==> config.mk <==
export PLATFORM = sky130hd
export DESIGN_NAME = sbc_front
export DESIGN_NICKNAME = d
export VERILOG_FILES = /design/src/hw/rtl/sbc_pkg.sv /design/src/hw/rtl/sbc_front.sv
export VERILOG_INCLUDE_DIRS = /design/src /design/src/hw/rtl
export SDC_FILE = /design/constraint.sdc
export NUM_CORES = 1
export LEC_CHECK = 0
export BUFFER_PORTS_ARGS = -buffer_cell sky130_fd_sc_hd__buf_4
export CORE_UTILIZATION = 50
export DETAILED_ROUTE_END_ITERATION = 12
export PLACE_DENSITY = 0.85
export SYNTH_ARGS = -nofsm -noshare
export SYNTH_HDL_FRONTEND = slang
export SYNTH_SLANG_ARGS = --single-unit
==> constraint.sdc <==
create_clock -name clk -period 19.1 [get_ports clk]
set_input_delay 1.91 -clock clk [delete_from_list [all_inputs] [get_ports clk]]
set_output_delay 1.91 -clock clk [all_outputs]
set_load 0.02 [all_outputs]
==> src/hw/rtl/serpent_block_cipher_defines.svh <==
// Assertion macros for the Serpent block cipher RTL
`ifndef SERPENT_BLOCK_CIPHER_DEFINES_SVH
`define SERPENT_BLOCK_CIPHER_DEFINES_SVH
`ifndef ASSERT_OFF
`define SBC_ASSERT(label, clk, rst, prop) \
  label: assert property (@(posedge clk) disable iff (rst) prop) else $error("assertion failed");
`define SBC_ASSERT_RST(label, clk, prop) \
  label: assert property (@(posedge clk) prop) else $error("assertion failed");
`else
`define SBC_ASSERT(label, clk, rst, prop)
`define SBC_ASSERT_RST(label, clk, prop)
`endif
`endif

==> src/hw/rtl/sbc_pkg.sv <==
// Shared types, constants and round functions for the Serpent block cipher
`timescale 1ns / 1ps
`default_nettype none
package sbc_pkg;
  localparam int RoundCountDefault = 32;
  localparam int KeyWords = 132;
  localparam int KeyIdxW = 8;
  localparam int KeyAddrW = 8;

  localparam logic [1:0] ModeLoad = 2'd0;
  localparam logic [1:0] ModeEnc  = 2'd1;
  localparam logic [1:0] ModeDec  = 2'd2;

  typedef struct packed {
    logic         dec;
    logic [127:0] blk;
  } job_t;

  function automatic logic [3:0] sb_lookup(input logic [2:0] s, input logic [3:0] v,
                                           input logic inv);
    logic [3:0] tf [8][16];
    logic [3:0] res;
    tf = '{
      '{4'd3,4'd8,4'd15,4'd1,4'd10,4'd6,4'd5,4'd11,4'd14,4'd13,4'd4,4'd2,4'd7,4'd0,4'd9,4'd12},
      '{4'd15,4'd12,4'd2,4'd7,4'd9,4'd0,4'd5,4'd10,4'd1,4'd11,4'd14,4'd8,4'd6,4'd13,4'd3,4'd4},
      '{4'd8,4'd6,4'd7,4'd9,4'd3,4'd12,4'd10,4'd15,4'd13,4'd1,4'd14,4'd4,4'd0,4'd11,4'd5,4'd2},
      '{4'd0,4'd15,4'd11,4'd8,4'd12,4'd9,4'd6,4'd3,4'd13,4'd1,4'd2,4'd4,4'd10,4'd7,4'd5,4'd14},
      '{4'd1,4'd15,4'd8,4'd3,4'd12,4'd0,4'd11,4'd6,4'd2,4'd5,4'd4,4'd10,4'd9,4'd14,4'd7,4'd13},
      '{4'd15,4'd5,4'd2,4'd11,4'd4,4'd10,4'd9,4'd12,4'd0,4'd3,4'd14,4'd8,4'd13,4'd6,4'd7,4'd1},
      '{4'd7,4'd2,4'd12,4'd5,4'd8,4'd4,4'd6,4'd11,4'd14,4'd9,4'd1,4'd15,4'd13,4'd3,4'd10,4'd0},
      '{4'd1,4'd13,4'd15,4'd0,4'd14,4'd8,4'd2,4'd11,4'd7,4'd4,4'd12,4'd10,4'd9,4'd3,4'd5,4'd6}};
    res = '0;
    if (!inv) begin
      res = tf[s][v];
    end else begin
      for (int k = 0; k < 16; k++) begin
        if (tf[s][k] == v) res = 4'(k);
      end
    end
    return res;
  endfunction

  function automatic logic [127:0] apply_box(input logic [127:0] b, input logic [2:0] s,
                                             input logic inv);
    logic [127:0] o;
    logic [3:0] n;
    for (int i = 0; i < 32; i++) begin
      n = {b[96+i], b[64+i], b[32+i], b[i]};
      n = sb_lookup(s, n, inv);
      o[i] = n[0];
      o[32+i] = n[1];
      o[64+i] = n[2];
      o[96+i] = n[3];
    end
    return o;
  endfunction

  function automatic logic [31:0] rl(input logic [31:0] x, input int n);
    return (x << n) | (x >> (32 - n));
  endfunction

  function automatic logic [31:0] rr(input logic [31:0] x, input int n);
    return (x >> n) | (x << (32 - n));
  endfunction

  function automatic logic [127:0] lin_fwd(input logic [127:0] b);
    logic [31:0] w0, w1, w2, w3;
    {w3, w2, w1, w0} = b;
    w0 = rl(w0, 13);
    w2 = rl(w2, 3);
    w1 = w1 ^ w0 ^ w2;
    w3 = w3 ^ w2 ^ (w0 << 3);
    w1 = rl(w1, 1);
    w3 = rl(w3, 7);
    w0 = w0 ^ w1 ^ w3;
    w2 = w2 ^ w3 ^ (w1 << 7);
    w0 = rl(w0, 5);
    w2 = rl(w2, 22);
    return {w3, w2, w1, w0};
  endfunction

  function automatic logic [127:0] lin_inv(input logic [127:0] b);
    logic [31:0] w0, w1, w2, w3;
    {w3, w2, w1, w0} = b;
    w2 = rr(w2, 22);
    w0 = rr(w0, 5);
    w2 = w2 ^ w3 ^ (w1 << 7);
    w0 = w0 ^ w1 ^ w3;
    w3 = rr(w3, 7);
    w1 = rr(w1, 1);
    w3 = w3 ^ w2 ^ (w0 << 3);
    w1 = w1 ^ w0 ^ w2;
    w2 = rr(w2, 3);
    w0 = rr(w0, 13);
    return {w3, w2, w1, w0};
  endfunction
endpackage
`default_nettype wire

==> src/hw/rtl/sbc_front.sv <==
// Front end: accepts items, writes round keys, queues cipher jobs
`timescale 1ns / 1ps
`default_nettype none
`include "serpent_block_cipher_defines.svh"
module sbc_front (
  input  wire logic                        clk,
  input  wire logic                        rst,
  input  wire logic                        valid,
  output logic                             stall,
  input  wire logic [1:0]                  mode,
  input  wire logic [sbc_pkg::KeyIdxW-1:0] key_index,
  input  wire logic [31:0]                 key_word,
  input  wire logic [63:0]                 block_low,
  input  wire logic [63:0]                 block_high,
  output logic                             key_we,
  output logic [sbc_pkg::KeyAddrW-1:0]     key_waddr,
  output logic [31:0]                      key_wdata,
  output logic                             job_valid,
  output sbc_pkg::job_t                    job,
  input  wire logic                        job_take
);
  // two-entry queue
  sbc_pkg::job_t q [2];
  logic          wp, rp;
  logic [1:0]    cnt;
  logic          push, acc;

  assign stall = (cnt == 2'd2);
  assign acc = valid && !stall;
  assign push = acc && (mode == sbc_pkg::ModeEnc || mode == sbc_pkg::ModeDec);
  assign key_we = acc && mode == sbc_pkg::ModeLoad && key_index < 8'(sbc_pkg::KeyWords);
  assign key_waddr = key_index;
  assign key_wdata = key_word;
  assign job_valid = (cnt != 2'd0);
  assign job = q[rp];

  always_ff @(posedge clk) begin
    if (rst) begin
      wp <= 1'b0;
      rp <= 1'b0;
      cnt <= 2'd0;
    end else begin
      if (push) wp <= ~wp;
      if (job_take) rp <= ~rp;
      cnt <= cnt + 2'(push) - 2'(job_take);
    end
    if (push) begin
      q[wp] <= '{dec: (mode == sbc_pkg::ModeDec), blk: {block_high, block_low}};
    end
  end

  `SBC_ASSERT(a_no_over, clk, rst, cnt == 2'd2 |-> !push)
  `SBC_ASSERT(a_no_under, clk, rst, job_take |-> cnt != 2'd0)
  `SBC_ASSERT(a_cnt, clk, rst, cnt != 2'd3)
endmodule
`default_nettype wire

# Word-level counts from Yosys, hierarchy flattened
# Memory sizes are Yosys's and may differ from the RTL's. A register that Yosys moved wholly into a read port is not among the register bits.
# Index checks and enable logic that the tools add are counted.
# classes
bitwise,2
muxes,4
n_shift,0
n_eq_ne,3
add_sub_neg,2
reduce_logical,8
n_div,0
mul,0
n_lt_le_gt_ge,1
# op_table
cell,n
$lt A8 B8 Y1 const B,1
$eq A2 B2 Y1 const B,2
$logic_and A1 B1 Y1,4
$mux W1,4
$add A2 B1 Y2,1
$eq A2 B1 Y1 const B,1
$logic_not A2 Y1,1
$not A1 Y1,2
$reduce_bool A2 Y1,1
$sub A2 B1 Y2,1
$logic_not A1 Y1,1
$logic_or A1 B1 Y1,1
# word_totals
n_memories,1
wordCells,24
latch_bits,0
mem_bits_ro,0
register_bits,4
ramBits,258
# mem_list
memory,words,word_bits,rd,rd_clocked_by_memory_dff,write_ports,line_no,rtl
q,2,129,1,1,1,sbc_front.sv:23,sbc_pkg::job_t q [2];

# Depth between registers and ports, before layout
# Gate-level depths: netlist of run 1.
# logic_depth
ltp_word,6
depth_mapped,9
ltp_nobuf,9

# Worst setup path before layout of run 1
# OpenSTA, ideal clock, no wires.
# synth_timing
kind,input to register
from,input mode[0]
to,memory q[0][0] in the netlist's numbering (enable)
setup_ns,0.619
t_arrival_ns,7.715
stages,4
required_ns,18.481
slack_ns,10.766
cell_sequence,inv_1 -> ha_1 -> nand3_1 -> nor2_1
# synth_via
elab_chain_cells,5
# synth_lines
element,line_no,rtl
"start, declared",sbc_front.sv:10,"input wire logic [1:0] mode,"
$eq A2 B1 Y1 or $eq A2 B2 Y1 (tied branches),sbc_front.sv:30,assign push = acc && (mode == sbc_pkg::ModeEnc || mode == sbc_pkg::ModeDec);
$logic_or A1 B1 Y1 *,sbc_front.sv:30,
$logic_and A1 B1 Y1 *,sbc_front.sv:30,
$mux W1 *,sbc_front.sv:47,if (push) begin
$mux W1 (implied by the code) *,sbc_front.sv:48,"q[wp] <= '{dec: (mode == sbc_pkg::ModeDec), blk: {block_high, block_low}};"
"end, declared",sbc_front.sv:23,
# Every way passes the cells marked *; elsewhere a longest branch is shown, timed or not.

# Final worst setup path of run 1
# layout_timing
from,input key_index[6] in the netlist's numbering
to,output key_we
# layout_via
elab_chain_cells,2
# layout_lines
element,line_no,rtl
"start, declared",sbc_front.sv:11,"input wire logic [sbc_pkg::KeyIdxW-1:0] key_index,"
$lt A8 B8 Y1,sbc_front.sv:31,assign key_we = acc && mode == sbc_pkg::ModeLoad && key_index < 8'(sbc_pkg::KeyWords);
$logic_and A1 B1 Y1,sbc_front.sv:31,
"end, declared",sbc_front.sv:15,"output logic key_we,"
# No other way between the ends.

==> results of run 1 <==
## placed cells by master, fill, tap and decap left out
cell type	instances
and2_1	1
dfxtp_1	4
dfxtp_4	1
nor2_4	2
clkbuf_16	27
edfxtp_1	258
or2_2	1
buf_4	282
mux2_2	130
nor2b_1	1
xor2_1	1
nand3_1	1
nor3_1	1
clkbuf_1	5
nor2_1	5
o21ai_1	1
ha_1	4
clkinv_2	9
and4_1	1
xnor2_1	1
bufinv_16	1
clkinvlp_4	1
or4_1	1
nand2b_1	1
inv_1	5
clkinv_1	3
## synth_stat cells, types with 4 or more instances
library cell  number  area [µm²]
ha_1               4       50.05
dfxtp_1            5       100.1
buf_4             40       300.3
nor2_1             7       26.28
inv_1              5       18.77
mux2_2           130        1464
edfxtp_1         258        7747
buf_2             14       70.07
## cell families (layout without fill, tap and decap cells)
logic type	count (synthesis)	in the layout	share of synthesized area, %
fa+ha+maj	4	4	0.5081
xor+xnor	2	2	0.1779
buf+inv	59	333	3.950
simple gates	15	15	0.7877
mux	130	130	14.86
flops	263	263	79.66
compound gates	1	1	0.05076
## path summary, 6_finish.rpt
kind / to / depth (start not counted) / slack [ps] / from
setup / recovery: key_we / 5 / 14180 / key_index[6]
hold / removal: cnt[1] / 2 / 530 / cnt[1]
setup reg to reg: q[0][48] / 4 / 16970 / cnt[0]
hold reg to reg: cnt[1] / 2 / 530 / cnt[1]
## power groups by stage
stage	combinational, mW	sequential, mW	clock (mW)
6_report	0.188	0.685	0.467
5_1_grt	0.199	0.688	0.499
4_1_cts	0.191	0.685	0.477
3_5_place_dp	0.190	0.698	0
3_3_place_gp	0.184	0.695	0
2_1_floorplan	0.117	0.696	0
## sequential cells by signal (all words and copies together) (netlist names), named ones only
register and flops:
cnt 2, q 258, rp 1, wp 1
## area by class of cell
type                            count  area [µm²]
Timing Repair Buffer              282        2117
Fill cell                        1285        6289
Clock inverter                     14       93.84
Sequential cell                   263        7851
Clock buffer                       32       694.4
Tap cell                          260       325.3
Multi-Input combinational cell    152        1629
Inverter                            5       18.77
## critical path, stage by stage
cell     delay, ps
buf_4          110
or4_1          510
o21ai_1        130
and4_1         200
buf_4          140
## stage by stage
stage | setup WS, ps | instance area, µm² | cells | hold WS (ps) | utilization [%]
5_1_grt | 14110 | 12730 | 1008 | 574.8 | 66.93
4_1_cts | 14180 | 12730 | 1008 | 526.0 | 66.93
2_1_floorplan | 10770 | 9851 | 474 | 479.9 | -
6_report | 14180 | 12730 | 1008 | 528.6 | 66.93
3_3_place_gp | 14170 | 11940 | 962 | 489.9 | 62.79
3_5_place_dp | 14180 | 11940 | 962 | 515.1 | 62.79
## routing by layer
layer	wire length [µm]	track usage [%]
met2	9840	32.71
met1	6634	19.02
met3	1617	5.821
met5	0	0
met4	621	6.848
==> results.md, run 1 <==
* Reg power frac at 51.1%
* Primary FF master, synth: edfxtp_1
* Internal at 1.033 mW
* Leakage power figure at 4.739 nW
* Hpwl dp at 12680 µm
* Std-Cell Rows at 50
* Die Width at 142.4 µm
* Post-synth ARST share at 0%
* Time the worst path needs with I/O delays and setup at 4918 ps
* Area added between synthesis and finish at 29.23%
* CTS hold repair buffers at 0
* Worst max-slew margin expressed relative to the limit at 39.08%
* Cell chosen for the clock root: clkbuf_16
* Final Cycle Share at 25.75%
* Power share of the clock group at 34.8%
* Gate power share at 14.0%
* IO Port Bufs at 277
* Sequential element share of the synthesized area at 79.66%
* Fmax at 203.3 MHz
* Net count after synthesis at 652
* Post-DR vias/cell at 4.986
* Maximum buffer depth of the clock tree at 3
* Fraction of final layout cells sized beyond drive strength 1 at 60.70%
* Switching Power at 0.3071 mW
* Antenna-violating nets left at 0
* Number of standard cells after synthesis at 474
* Power density relative to cell area at 105.2 nW/µm²
* Placeable core area at 19020 µm²
* Routability-driven placement congestion ratio at 0.7468
* Setup-failing EPs final at 0
* Number of optimization iterations in the first detailed-route pass at 4
* Total grt overflow at 0
* Clock-pin transition on the worst setup and hold timing paths at 60 ps
* Summed negative setup slack over all endpoints at 0 ps
* Netlist area before placement at 9851 µm²
* Max rail drop VDD at 0.09250 mV
* Initial antenna violation count at 0
* Level count of the clock H-tree at 1
* Mean cell area of the mapped netlist at 20.78 µm²
* Post-synth EDFFs at 258
* Count of synthesis-stage warnings from yosys at 0
* Num CTS Buffers at 26
* Transition time at the pin with the least slew margin at 913.7 ps
* Pin count of the biggest net entering global routing at 69
* Final Hold Violating Endpoints at 0
* Post-cts resize count at 0
* Clock network latency to the later pin of the worst-skew pair at 510 ps
* Crit path launch type: input port
* Via count at 5026
* Max Clock Skew at 10.12 ps
* Routed wire length at 18710 µm
* Min-delay worst type: flip-flop to flip-flop
* I/O pin cnt at 346
* Required time reported for the critical path endpoint at 17190 ps
* Drt initial violations at 237
* Result of the run: complete, no violations
* Net switching share of the total power at 22.92%
* Height of the die at 142.4 µm
* Number of nets in the final layout at 908
* Max FO, Critical Path at 2
* Final max-slew violation count at 0
* Floorplan die area at 20270 µm²
* Clock tree sinks at 263
* # Max-Cap Violations at 0
* Drt drc at 0
* Overall power consumption at 1.340 mW
* First-pass GRT wire length at 27810 µm
* Post-synth cell types at 19
* Buffers inserted during post-CTS setup optimization at 0
* Critical path data arrival time at 3010 ps
* Post-detailed-route wirelength per cell at 18.56 µm
* Starting utilization of the core area at 51.80%
* Type of destination of the critical path: primary output
* Count of state elements after synthesis at 263
* Critical path type: input port to primary output
* Number of global-route vias before repair at 5385
* RSZ-0062 raised after global routing: false
* CTS tree: yes
* Tot GR Track Use at 17.88%
* Inserted Diodes at 0
Note: power is estimated with default switching activity, not from simulation.
==> inputs of run 2 (changes only) <==
==> constraint.sdc (replaced) <==
create_clock -name clk -period 4.9 [get_ports clk]
set_input_delay 0.49 -clock clk [delete_from_list [all_inputs] [get_ports clk]]
set_output_delay 0.49 -clock clk [all_outputs]
set_load 0.02 [all_outputs]
==> results.md, run 2 (synthesized netlist as in run 1, its figures left out) <==
* Switching Power at 1.186 mW
* Number of optimization iterations in the first detailed-route pass at 4
* Max rail drop VDD at 0.2626 mV
* Leakage power figure at 4.734 nW
* Registers with the most flip-flops: q (258), cnt (2)
* Std-Cell Rows at 50
* Number of global-route vias before repair at 5398
* Post-detailed-route wirelength per cell at 18.87 µm
* Critical path type: flip-flop to primary output
* Initial antenna violation count at 0
* Final Cycle Share at 64.50%
* Required time reported for the critical path endpoint at 4410 ps
* Tot GR Track Use at 17.97%
* # Max-Cap Violations at 0
* Time the worst path needs with I/O delays and setup at 3161 ps
* Max FO, Critical Path at 79
* Drt drc at 0
* Via count at 5066
* Final Hold Violating Endpoints at 0
* Overall power consumption at 5.216 mW
* Smallest setup slack after layout at 1739 ps
* Net switching share of the total power at 22.73%
* Critical path data arrival time at 2670 ps
* Antenna-violating nets left at 0
* Pin count of the biggest net entering global routing at 80
* Layout fillers at 1256
* Gate power share at 14.1%
* Max Clock Skew at 4.724 ps
* Buffers inserted during post-CTS setup optimization at 0
* Drt initial violations at 221
* Crit path launch type: flip-flop
* Post-route cell area at 12750 µm²
* Type of destination of the critical path: primary output
* Min-delay worst type: input port to flip-flop
* Number of cells after detailed placement at 963
* Die Width at 142.4 µm
* Leading cell type in the layout, fill and taps excluded: buf_4
* CTS tree: yes
* First-pass GRT wire length at 27690 µm
* Fmax at 316.4 MHz
* Maximum buffer depth of the clock tree at 3
* Clock-pin transition on the worst setup and hold timing paths at 60 ps
* Routability-driven placement congestion ratio at 0.7772
* Top library cells by usage in the layout, fill and taps aside: buf_4, edfxtp_1, mux2_2
* Post-DR vias/cell at 5.021
* Number of cells on the worst reg-to-reg path at 4
* Area taken by multi-input logic gates at 1629 µm²
* Inserted Diodes at 0
* Placed standard-cell area at 11970 µm²
* Starting utilization of the core area at 51.80%
* Fraction of final layout cells sized beyond drive strength 1 at 59.68%
* Height of the die at 142.4 µm
* Post-place setup slack at 2063 ps
* Transition time at the pin with the least slew margin at 1075 ps
* Reg power frac at 51.3%
* Level count of the clock H-tree at 1
* Hpwl dp at 13080 µm
* Number of nets in the final layout at 909
* Non-Filler Instances at 1009
* Flip-flop count of the largest register after layout at 258
* Internal at 4.030 mW
* Routed wire length at 19040 µm
* Floorplan die area at 20270 µm²
* Clock tree sinks at 263
* IO Port Bufs at 277
* Clock network latency to the later pin of the worst-skew pair at 500 ps
* RSZ-0062 raised after global routing: false
* Area added between synthesis and finish at 29.47%
* Placeable core area at 19020 µm²
* Post-cts resize count at 0
* Area of all sequential standard cells at 7851 µm²
* Register with the most flip-flops: q
* Power density relative to cell area at 409.0 nW/µm²
* CTS hold repair buffers at 0
* Worst max-slew margin expressed relative to the limit at 28.35%
* Number of instances on the worst hold path at 1
* Result of the run: complete, no violations
* Setup-failing EPs final at 0
* Final max-slew violation count at 0
* Final Hold Slack at 167.1 ps
* I/O pin cnt at 346
* Power share of the clock group at 34.6%
* Total grt overflow at 0
* Cell chosen for the clock root: clkbuf_16
* Num CTS Buffers at 26
==> run 2: cell count changes in the layout (fill, tap and decap cells not counted), sizes merged <==
cell      previous run  this run
clkinv              12         9
buf                282       283
clkinvlp             1         0
clkbuf              32        36
==> run 2: final timing paths <==
| path | from | endpoint | slack [ps] |
|---|---|---|---|
| setup / recovery | flip-flop | job[38] | 1740 |
| setup reg to reg | cnt[0] | q[1][57] | 2450 |
| hold / removal | block_high[38] | q[0][102] | 170 |
| hold reg to reg | cnt[1] | cnt[1] | 530 |
==> run 2: critical path, cell delays in order (launching register included) <==
cell,delay (ps)
dfxtp_4,1040
buf_4,500
mux2_2,400
buf_4,160
==> run 2: cell type report <==
| type | instances | area share, % |
|---|---|---|
| Sequential cell | 263 | 61.56 |
| Timing Repair Buffer | 283 | 16.85 |
| Multi-Input combinational cell | 152 | 12.77 |
| Clock buffer | 36 | 5.563 |
| Tap cell | 260 | 2.551 |
| Clock inverter | 10 | 0.5494 |
| Inverter | 5 | 0.1472 |
==> run 2: through the flow <==
step	utilization, %	setup TNS [ps]
finish	67.06	0
global route	67.06	0
CTS	67.06	0
detailed placement	62.96	0
global placement	62.96	0
floorplan	-	-519640
==> run 2: power groups by stage <==
| stage | registers [mW] | logic [mW] | clock network, mW |
|---|---|---|---|
| final | 2.67 | 0.737 | 1.80 |
| after CTS | 2.68 | 0.746 | 1.84 |
| after global routing | 2.69 | 0.777 | 1.92 |
| after floorplan | 2.71 | 0.457 | 0 |
| after global placement | 2.71 | 0.723 | 0 |
| after detailed placement | 2.72 | 0.742 | 0 |
==> run 2: metal layers <==
metal,vias to the layer above,share of wire (%),track usage [%]
met5,-,0,0
met4,0,3.1,6.848
met3,54,9.5,5.619
met2,234,54,33.95
met1,2467,33,18.34
li1,2311,-,-
